[config.mk]
export PLATFORM = sky130hd
export DESIGN_NAME = mil_front
export DESIGN_NICKNAME = d
export VERILOG_FILES = /design/src/rtl/mil_pkg.sv /design/src/rtl/mil_front.sv
export SDC_FILE = /design/constraint.sdc
export NUM_CORES = 2
export LEC_CHECK = 0
export BUFFER_PORTS_ARGS = -buffer_cell sky130_fd_sc_hd__buf_2
export CORE_MARGIN = 1
export CORE_UTILIZATION = 55
export CTS_CLUSTER_DIAMETER = 30
export DETAILED_ROUTE_END_ITERATION = 7
export PLACE_DENSITY = 0.76
export RECOVER_POWER = 25
export SKIP_CTS_REPAIR_TIMING = 1
export SLEW_MARGIN = 10
export SYNTH_ARGS = -nofsm -noshare
export SYNTH_HDL_FRONTEND = slang
export SYNTH_SLANG_ARGS = --single-unit
export TNS_END_PERCENT = 20
[constraint.sdc]
create_clock -name clk_i -period 7.05 [get_ports clk_i]
set_input_delay 1.0575 -clock clk_i [delete_from_list [all_inputs] [get_ports clk_i]]
set_output_delay 1.0575 -clock clk_i [all_outputs]
set_load 0.02 [all_outputs]
[src/rtl/mil_pkg.sv]
`timescale 1ns / 1ps

package mil_pkg;

  // fixed geometry of the box and its fields
  localparam int unsigned MAX_DIMS  = 3;
  localparam int unsigned COORD_W   = 16;
  localparam int unsigned EXT_W     = 17;
  localparam int unsigned LIN_IN_W  = 48;
  localparam int unsigned LIN_OUT_W = 49;
  localparam int unsigned STR1_W    = 17;
  localparam int unsigned STR2_W    = 33;
  localparam int unsigned CFG_IDX_W = 3;
  localparam int unsigned NUM_REGS  = 6;

  // conversion direction
  localparam logic MODE_TO_INDEX = 1'b0;
  localparam logic MODE_TO_COORD = 1'b1;

  // derived box geometry, shared by the datapath
  typedef struct packed {
    logic                                busy;
    logic [MAX_DIMS-1:0][COORD_W-1:0]    lo;
    logic [MAX_DIMS-1:0][EXT_W-1:0]      ext;
    logic [STR1_W-1:0]                   stride1;
    logic [STR2_W-1:0]                   stride2;
    logic [LIN_OUT_W-1:0]                total;
  } geom_t;

  // per-item data that rides alongside the divider
  typedef struct packed {
    logic                 mode;
    logic                 hit;
    logic [LIN_OUT_W-1:0] lin;
  } side_t;

endpackage

[src/rtl/mil_front.sv]
`timescale 1ns / 1ps

module mil_front import mil_pkg::*; #(
  parameter int unsigned DIMS = 3
) (
  input  logic                              clk_i,
  input  logic                              rst_ni,
  input  logic                              en_i,
  input  logic                              valid_i,
  input  logic                              mode_i,
  input  logic [MAX_DIMS-1:0][COORD_W-1:0]  coord_i,
  input  logic [LIN_IN_W-1:0]               linear_i,
  input  geom_t                             geom_i,
  output logic                              valid_o,
  output side_t                             side_o,
  output logic [LIN_IN_W-1:0]               idx_o
);

  logic [MAX_DIMS-1:0][LIN_OUT_W-1:0] prod_c, prod_q;
  logic [MAX_DIMS-1:0]                box_c;
  logic                               inside_c;
  logic                               v1_q, mode1_q, inside1_q;
  logic [LIN_IN_W-1:0]                idx1_q;
  logic                               v2_q;
  side_t                              side2_q;
  logic [LIN_IN_W-1:0]                idx2_q;

  // offset, box test and stride product per dimension
  for (genvar g = 0; g < MAX_DIMS; g++) begin : g_dim
    logic signed [EXT_W-1:0]          off;
    logic signed [STR2_W:0]           str;
    logic signed [STR2_W+EXT_W:0]     prod;
    logic                             in_box;
    assign off = $signed({coord_i[g][COORD_W-1], coord_i[g]})
               - $signed({geom_i.lo[g][COORD_W-1], geom_i.lo[g]});
    if (g == 0) begin : g_s0
      assign str = (STR2_W+1)'(1);
    end else if (g == 1) begin : g_s1
      assign str = $signed({1'b0, STR2_W'(geom_i.stride1)});
    end else begin : g_s2
      assign str = $signed({1'b0, geom_i.stride2});
    end
    assign prod   = off * str;
    assign in_box = !off[EXT_W-1] && ({1'b0, off[EXT_W-2:0]} < geom_i.ext[g]);
    assign prod_c[g] = (g < DIMS) ? prod[LIN_OUT_W-1:0] : '0;
    assign box_c[g]  = (g < DIMS) ? in_box : 1'b1;
  end

  assign inside_c = (mode_i == MODE_TO_COORD) ? ({1'b0, linear_i} < geom_i.total)
                                              : (&box_c);

  // stage valids
  always_ff @(posedge clk_i or negedge rst_ni) begin
    if (!rst_ni) begin
      v1_q <= 1'b0;
      v2_q <= 1'b0;
    end else if (en_i) begin
      v1_q <= valid_i;
      v2_q <= v1_q;
    end
  end

  // products, then their sum
  always_ff @(posedge clk_i) begin
    if (en_i) begin
      prod_q       <= prod_c;
      mode1_q      <= mode_i;
      inside1_q    <= inside_c;
      idx1_q       <= linear_i;
      side2_q.mode <= mode1_q;
      side2_q.hit  <= inside1_q;
      side2_q.lin  <= prod_q[0] + prod_q[1] + prod_q[2];
      idx2_q       <= idx1_q;
    end
  end

  assign valid_o = v2_q;
  assign side_o  = side2_q;
  assign idx_o   = idx2_q;

endmodule

==> qor.yml <==
run:
  max-cap-violations: 1
logic_synthesis:
  yosysTopAreaCell: "fa_1"
  synth_top_flop_cell: "edfxtp_1"
  synth-seq-area-share: 0.1750
  synth_top_area_share: 0.3431
  netlist-cell-type-count: 78
  synth-async-reset-ratio: 0.007937
  synth_edf_count: 250
  synth_seq_cells: 252
  synthCells: 4500
  ys_top_cells_by_area: "fa_1 34%, edfxtp_1 17%, ha_1 13%"
  avgSynthCellArea_um2: 9.594
  synth_area_um2: 43180
  syn_nets: 6005
  ys_warn_count: 0
die:
  die_w_um: 282.2
  initial_utilization: 0.5564
  core_um2: 77590
  num_rows: 102
  die_h_um: 282.2
  ioPinCount: 400
  dieArea_um2: 79630
global_route:
  grt_pass1_wl_mm: 175.5
  overflow: 0
  grt_max_degree: 162
  grt_pass1_vias: 35310
  grt.total_usage: 0.2792
  antenna_found_initial: 9
clock_tree:
  cts.sinks: 252
  htree_levels: 2
  root_buffer: "clkbuf_16"
  cts_tree: "built"
  clk_pin_slew_ps: 50
  clock_latency_ps: 600
  cts_buffers: 47
  cts_max_path_buffers: 3
critical_path:
  cpMaxStageDelayCell: "fa_1"
  critPathKind: "input pin to flop"
  crit_fanout: 9
  cp_num_buf_inv: 7
  critPathLaunchType: "input pin"
  path_common_cell: "fa_1"
  cp.required_ps: 7370
  cp.arrival_ps: 8550
  end_kind: "flop"
  cpPeakStageDelay_ps: 540
  crit_family: "adder cells"
layout:
  final_common_cell: "inv_1"
  instances_no_fill: 6375
  fin_nets: 6797
  synthToLayoutAreaGrowth_pct: 22.00
  drive_gt1_frac: 0.2126
  final_cell_mix: "1,021 x inv_1, 729 x fa_1, 555 x nand2_1"
placement:
  place_inst: 6249
  port_buffers: 398
  hpwl_mm: 91.22
  gp_congestion: 0.9258
  dp_slack_ps: -1953
sta:
  grt_setup_unrepaired: "true"
  hold_viol: 0
  drv_slew: 92
  min_period_ps: 8231
  worst_pin_slew_ps: 4884
  setup_viol: 49
  finalSetupTns_ps: -39490
  relSlewSlack: -2.256
  fin_skew_ps: 49.32
  timing.final.ws_setup_ps: -1181
  whs_ps: 237.2
  fin_crit_sh: 1.168
  fmaxAchievable_mhz: 121.5
drt:
  wl_per_cell_um: 17.20
  drc_errors: 0
  dr_total_vias: 33870
  vias_per_cell: 5.312
  drt_pass1_iterations: 5
  drt_iter0_markers: 2083
  wl_mm: 109.7
  ant_nets: 0
outcome:
  failed_checks: "max-capacitance violations, max-slew violations, negative setup slack"
  status: "finished, violations left"
min_path:
  hold_path.class: "input pin to asynchronous set/reset pin"
## state kept, by name (all words and copies together) (netlist names)
register   flops
valid_o        1
prod_q       101
idx_o         48
v1_q           1
mode1_q        1
idx1_q        48
inside1_q      1
side_o        51
## cell usage after synthesis, drive strengths merged, types with 5 or more instances
cell type / instances
a211oi: 14
ha: 465
a21o: 87
a2111oi: 6
o21bai: 21
xnor2: 117
or3: 5
a21boi: 10
nand2: 565
nor3: 32
fa: 740
a31oi: 23
nand4: 22
o211ai: 14
clkbuf: 132
a21oi: 145
nor2: 120
nand2b: 29
and4: 5
and3: 18
and2: 238
a221oi: 8
o2111ai: 8
o21a: 29
inv: 1035
xor2: 37
or2: 25
edfxtp: 250
o21ai: 92
nor2b: 115
nand3: 26
## kinds of logic after synthesis
group           Yosys count  synth area share
mux                       5          0.001217
fa+ha+maj              1205            0.4779
flops                   252            0.1750
compound gates          502           0.07746
xor+xnor                154           0.03124
buf+inv                1168            0.1016
simple gates           1214            0.1356
## cell type report
type / instances / area (um^2)
Antenna cell: 5 / 12.51
Clock buffer: 48 / 1180
Clock inverter: 39 / 471.7
Fill cell: 5979 / 24920
Inverter: 1035 / 3910
Multi-Input combinational cell: 3080 / 32300
Sequential cell: 252 / 7557
Tap cell: 1040 / 1301
Timing Repair Buffer: 876 / 5939
## per-stage QoR
step / utilization / instance area (um^2)
after floorplan: - / 43780
after global placement: 0.6457 / 50100
after detailed placement: 0.6457 / 50100
after CTS: 0.6670 / 51760
after global routing: 0.6788 / 52670
final: 0.6788 / 52670
## per-layer routing
metal,GRT usage,part of all wire,up-vias
met5,0,0.00012,-
met4,0.1137,0.042,2
met3,0.02883,0.058,248
met2,0.4920,0.51,1106
met1,0.3511,0.40,16920
li1,-,-,15590
## final timing paths
path | slack (ps) | startpoint | cells after the start | end
worst max-delay path | -1180 | coord_i[32] | 35 | prod_q[144]
min in group clk_i | 410 | idx1_q[37] | 0 | idx_o[37]
worst min register to register | 410 | idx1_q[37] | 0 | idx_o[37]
worst min-delay path | 240 | rst_ni | 1 | v1_q
max in group asynchronous | 6690 | rst_ni | 1 | valid_o
worst max register to register | 2720 | prod_q[16] | 13 | side_o[45]
Power is left out: the tool's default activity adds up to more than one toggle a clock period on the data nets, which glitch-free logic cannot reach.
