### src/rtl/mil_pkg.sv
`timescale 1ns / 1ps

package mil_pkg;

  // fixed geometry of the box and its fields
  localparam int unsigned MAX_DIMS  = 3;
  localparam int unsigned COORD_W   = 16;
  localparam int unsigned EXT_W     = 17;
  localparam int unsigned LIN_IN_W  = 48;
  localparam int unsigned LIN_OUT_W = 49;
  localparam int unsigned STR1_W    = 17;
  localparam int unsigned STR2_W    = 33;
  localparam int unsigned CFG_IDX_W = 3;
  localparam int unsigned NUM_REGS  = 6;

  // conversion direction
  localparam logic MODE_TO_INDEX = 1'b0;
  localparam logic MODE_TO_COORD = 1'b1;

  // derived box geometry, shared by the datapath
  typedef struct packed {
    logic                                busy;
    logic [MAX_DIMS-1:0][COORD_W-1:0]    lo;
    logic [MAX_DIMS-1:0][EXT_W-1:0]      ext;
    logic [STR1_W-1:0]                   stride1;
    logic [STR2_W-1:0]                   stride2;
    logic [LIN_OUT_W-1:0]                total;
  } geom_t;

  // per-item data that rides alongside the divider
  typedef struct packed {
    logic                 mode;
    logic                 hit;
    logic [LIN_OUT_W-1:0] lin;
  } side_t;

endpackage

### src/rtl/mil_tables.sv
`timescale 1ns / 1ps

module mil_tables import mil_pkg::*; #(
  parameter int unsigned DIMS = 3
) (
  input  logic                 clk_i,
  input  logic                 rst_ni,
  input  logic                 cfg_valid_i,
  output logic                 cfg_ready_o,
  input  logic [CFG_IDX_W-1:0] cfg_index_i,
  input  logic [COORD_W-1:0]   cfg_data_i,
  output geom_t                geom_o
);

  typedef enum logic [3:0] {
    ST_IDLE = 4'b0001,
    ST_EXT  = 4'b0010,
    ST_STR  = 4'b0100,
    ST_TOT  = 4'b1000
  } drv_state_e;

  drv_state_e state_q, state_d;
  logic [NUM_REGS-1:0][COORD_W-1:0] bound_q;
  logic [MAX_DIMS-1:0][COORD_W-1:0] lo_c, lo_q;
  logic [MAX_DIMS-1:0][EXT_W-1:0]   ext_c, ext_q;
  logic [STR1_W-1:0]                s1_q;
  logic [STR2_W-1:0]                s2_q, pre_q;
  logic [LIN_OUT_W-1:0]             total_q;
  logic [2*EXT_W-1:0]               prod01;
  logic [STR2_W+EXT_W-1:0]          prod_tot;
  logic                             cfg_fire;

  assign cfg_ready_o = (state_q == ST_IDLE);
  assign cfg_fire    = cfg_valid_i && cfg_ready_o;

  // bound registers, writes beyond the list are dropped
  always_ff @(posedge clk_i or negedge rst_ni) begin
    if (!rst_ni) begin
      bound_q <= '0;
    end else if (cfg_fire && (cfg_index_i < CFG_IDX_W'(NUM_REGS))) begin
      bound_q[cfg_index_i] <= cfg_data_i;
    end
  end

  // derivation sequencer
  always_comb begin
    state_d = state_q;
    unique case (state_q)
      ST_IDLE: if (cfg_fire) state_d = ST_EXT;
      ST_EXT:  state_d = ST_STR;
      ST_STR:  state_d = ST_TOT;
      ST_TOT:  state_d = ST_IDLE;
      default: state_d = ST_IDLE;
    endcase
  end

  always_ff @(posedge clk_i or negedge rst_ni) begin
    if (!rst_ni) begin
      state_q <= ST_IDLE;
    end else begin
      state_q <= state_d;
    end
  end

  // ordered ends and extent per dimension
  for (genvar g = 0; g < MAX_DIMS; g++) begin : g_dim
    logic signed [COORD_W-1:0] a, b, mn, mx;
    logic signed [EXT_W-1:0]   span;
    assign a    = $signed(bound_q[2*g]);
    assign b    = $signed(bound_q[2*g+1]);
    assign mn   = (a < b) ? a : b;
    assign mx   = (a < b) ? b : a;
    assign span = $signed({mx[COORD_W-1], mx}) - $signed({mn[COORD_W-1], mn});
    assign lo_c[g]  = mn;
    assign ext_c[g] = (g < DIMS) ? (EXT_W'(span) + EXT_W'(1)) : EXT_W'(1);
  end

  assign prod01   = ext_q[0] * ext_q[1];
  assign prod_tot = pre_q * ext_q[2];

  // derived tables, one product per step
  always_ff @(posedge clk_i or negedge rst_ni) begin
    if (!rst_ni) begin
      lo_q    <= '0;
      ext_q   <= {MAX_DIMS{EXT_W'(1)}};
      s1_q    <= STR1_W'(1);
      s2_q    <= STR2_W'(1);
      pre_q   <= STR2_W'(1);
      total_q <= LIN_OUT_W'(1);
    end else begin
      unique case (state_q)
        ST_EXT: begin
          lo_q  <= lo_c;
          ext_q <= ext_c;
        end
        ST_STR: begin
          s1_q  <= (DIMS >= 2) ? ext_q[0] : STR1_W'(1);
          pre_q <= prod01[STR2_W-1:0];
          s2_q  <= (DIMS >= 3) ? prod01[STR2_W-1:0] : STR2_W'(1);
        end
        ST_TOT: begin
          total_q <= prod_tot[LIN_OUT_W-1:0];
        end
        default: begin
        end
      endcase
    end
  end

  assign geom_o.busy    = (state_q != ST_IDLE);
  assign geom_o.lo      = lo_q;
  assign geom_o.ext     = ext_q;
  assign geom_o.stride1 = s1_q;
  assign geom_o.stride2 = s2_q;
  assign geom_o.total   = total_q;

endmodule

### config.mk
export PLATFORM = sky130hd
export DESIGN_NAME = mil_tables
export DESIGN_NICKNAME = d
export VERILOG_FILES = /design/src/rtl/mil_pkg.sv /design/src/rtl/mil_tables.sv
export SDC_FILE = /design/constraint.sdc
export NUM_CORES = 2
export LEC_CHECK = 0
export CORE_MARGIN = 5
export CORE_UTILIZATION = 40
export DETAILED_ROUTE_END_ITERATION = 7
export DONT_BUFFER_PORTS = 1
export PLACE_DENSITY = 0.54
export SYNTH_ARGS = -nofsm -noshare
export SYNTH_HDL_FRONTEND = slang
export SYNTH_SLANG_ARGS = --single-unit
### constraint.sdc
create_clock -name clk_i -period 14.7 [get_ports clk_i]
set_input_delay 2.205 -clock clk_i [delete_from_list [all_inputs] [get_ports clk_i]]
set_output_delay 2.205 -clock clk_i [all_outputs]
set_load 0.05 [all_outputs]
==> results.toml <==
[grt]
antenna_found_initial = 2
first_global_vias = 32300
grt_overflow = 0
grt_use_total_pct = 22.0
grt_pass1_wl_um = 193000
grt_max_degree = 299

[yosys]
async_flop_share_pct = 100
synth_top_area_cell = "fa_1"
netlist.area_leader.share_pct = 32.7
synth_edf_count = 0
ys.flop_type = "dfrtp_1"
syn_avg_cell_area_um2 = 8.91
ys_ff_latch = 298
syn_area_mm2 = 0.0422
syn_inst = 4741
yosysSeqAreaShare_pct = 17.7
synth_cell_types = 72
ys_top_cells_by_area = "fa_1, dfrtp_1, ha_1"
yosysWarnings = 0
syn-num-nets = 5769

[clock_tree]
root_buffer = "clkbuf_16"
clock_path_buffers = 3
cts_hold_buf = 0
cts_htree_levels = 2
cts_made_buffers = 40
path_clk_slew_ps = 50
clock_latency_ps = 620
cts.sinks = 298
cts_resized = 0
postCtsSetupBuffers = 0
cts_tree = "yes"

[routing]
drc_errors = 0
totalWireLength_um = 122000
via_per_inst = 5.09
postRouteAntennaNets = 0
drtPass1Iterations = 6
drt_iter0_drc = 1849
vias = 30800
wire_per_inst_um = 20.1

[cells_and_area]
register_area_mm2 = 0.00749
final_util_pct = 43.0
drive_gt1_share_pct = 6.18
stdcell_area_mm2 = 0.0452
multi_input_area_mm2 = 0.0305
layout_commonest_cell = "inv_1"
nets = 5654
area_growth_pct = 6.96
fillers = 10500
final_cell_mix = "inv_1, nand2_1, fa_1"

[floorplanning]
num_rows = 119
num_io_pins = 222
core-area_mm2 = 0.105
start_util_pct = 40.2
dieHeight_um = 335
fp.dieArea_mm2 = 0.112
fp.dieW_um = 335

[setup_path]
crit_type = "flop to flop"
max_stage_delay_ps = 800
path_cells = "buf_4, nand2_1, fa_1, fa_1, fa_1, inv_1, fa_1, fa_1, inv_1, fa_1, inv_1, ha_1, nand2_1, o41ai_1, nor4_1, a21oi_1, o21ai_2, a21boi_2, a31oi_1, or4_1, nand3_1"
cp_common_cell = "fa_1"
worstSetupEndpointType = "flop"
slowest_stage = "dfrtp_1"
path_max_fanout = 15
arrival_ps = 7510
required_ps = 15240
setup.worst_path.start_class = "flop"

[worst_hold_path]
hold_class = "flop to flop"

[sta]
drv_slew = 0
period_needed_ps = 6970
max_slew.worst_pin.slew_ps = 1470
finalSetupTns_ps = 0
rsz0062_at_grt = "no"
fin_skew_ps = 39.5
slew_headroom_pct = 1.84
finalCritPeriodShare_pct = 47.4
setup_violations = 0
hold_viol_final = 0
fmax_mhz = 143

[place]
gp_congestion = 0.853
postPlaceCellArea_mm2 = 0.0437
hpwl_um = 90900
port-buffer-count = 0

[outcome]
status = "finished clean"

[job]
cap_violations = 0
cells in the mapped netlist (17+ instances only):
cell / instances
nand3b_1: 19
nand2_1: 894
dfrtp_1: 291
mux2i_1: 48
xnor2_1: 56
and2_1: 309
a21oi_1: 97
fa_1: 689
nor3_1: 25
mux2_2: 97
o21ai_0: 245
nand3_1: 27
nand2b_1: 33
inv_1: 914
nor2b_1: 25
o21a_1: 18
or3_1: 40
xor2_1: 48
a21o_1: 46
nor2_1: 77
a31oi_1: 17
ha_1: 317
clkbuf_1: 228
worst paths after layout:
path / from / endpoint / slack [ps] / cells after the start
worst max-delay path: pre_q[18] / total_q[48] / 7730 / 21
worst min-delay path: pre_q[3] / pre_q[3] / 470 / 2
worst max register to register: pre_q[18] / total_q[48] / 7730 / 21
worst min register to register: pre_q[3] / pre_q[3] / 470 / 2
max in group asynchronous: rst_ni / geom_o[105] / 12230 / 0
min in group asynchronous: rst_ni / total_q[17] / 1290 / 0
sequential cells by signal (all words and copies together), names as in the netlist:
signal   cells
g_dim.b     48
total_q     49
pre_q       33
s1_q        17
geom_o      99
g_dim.a     48
state_q      4
final cells by class:
cell class / instances / area share, %
well taps: 1391 / 3.85
inverters: 916 / 7.61
flip-flops and latches: 298 / 16.6
multi-input cells: 3287 / 67.4
repair buffers: 83 / 1.38
clock inverters: 18 / 0.646
clock buffers: 56 / 2.48
diodes: 1 / 0.00554
stage by stage:
stage	setup slack, ps	hold WS (ps)	instances
2_1_floorplan	8230	503	4741
3_3_place_gp	7820	462	5975
3_5_place_dp	7780	463	5975
4_1_cts	7770	477	6049
5_1_grt	7390	499	6049
6_report	7730	472	6050
logic make-up after synthesis:
family / synth area share (%)
AND/OR/NAND/NOR: 16.4
buffers and inverters: 10.3
adder cells (fa/ha/maj): 42.1
AO/OA/AOI/OAI: 7.68
flip-flops: 17.7
multiplexers: 3.73
XOR/XNOR: 2.16
layer usage:
layer / part of all wire, % / wire, um / up-vias / track usage (%)
li1: - / - / 14300 / -
met3: 8.0 / 9700 / 152 / 5.94
met2: 45 / 54700 / 860 / 35.1
met4: 2.8 / 3430 / 4 / 5.63
met1: 44 / 53900 / 15500 / 29.8
met5: 0.022 / 27 / - / 0
worst max-delay path, delay by kind of cell, from the launching register on:
kind	cells	cell delay, ps
simple gates	5	950
buf+inv	4	550
compound gates	5	1190
flops	1	800
fa+ha+maj	7	3420
Power is not shown: default switching activity piles up to over one toggle a cycle in this logic, so the estimate is an artifact.
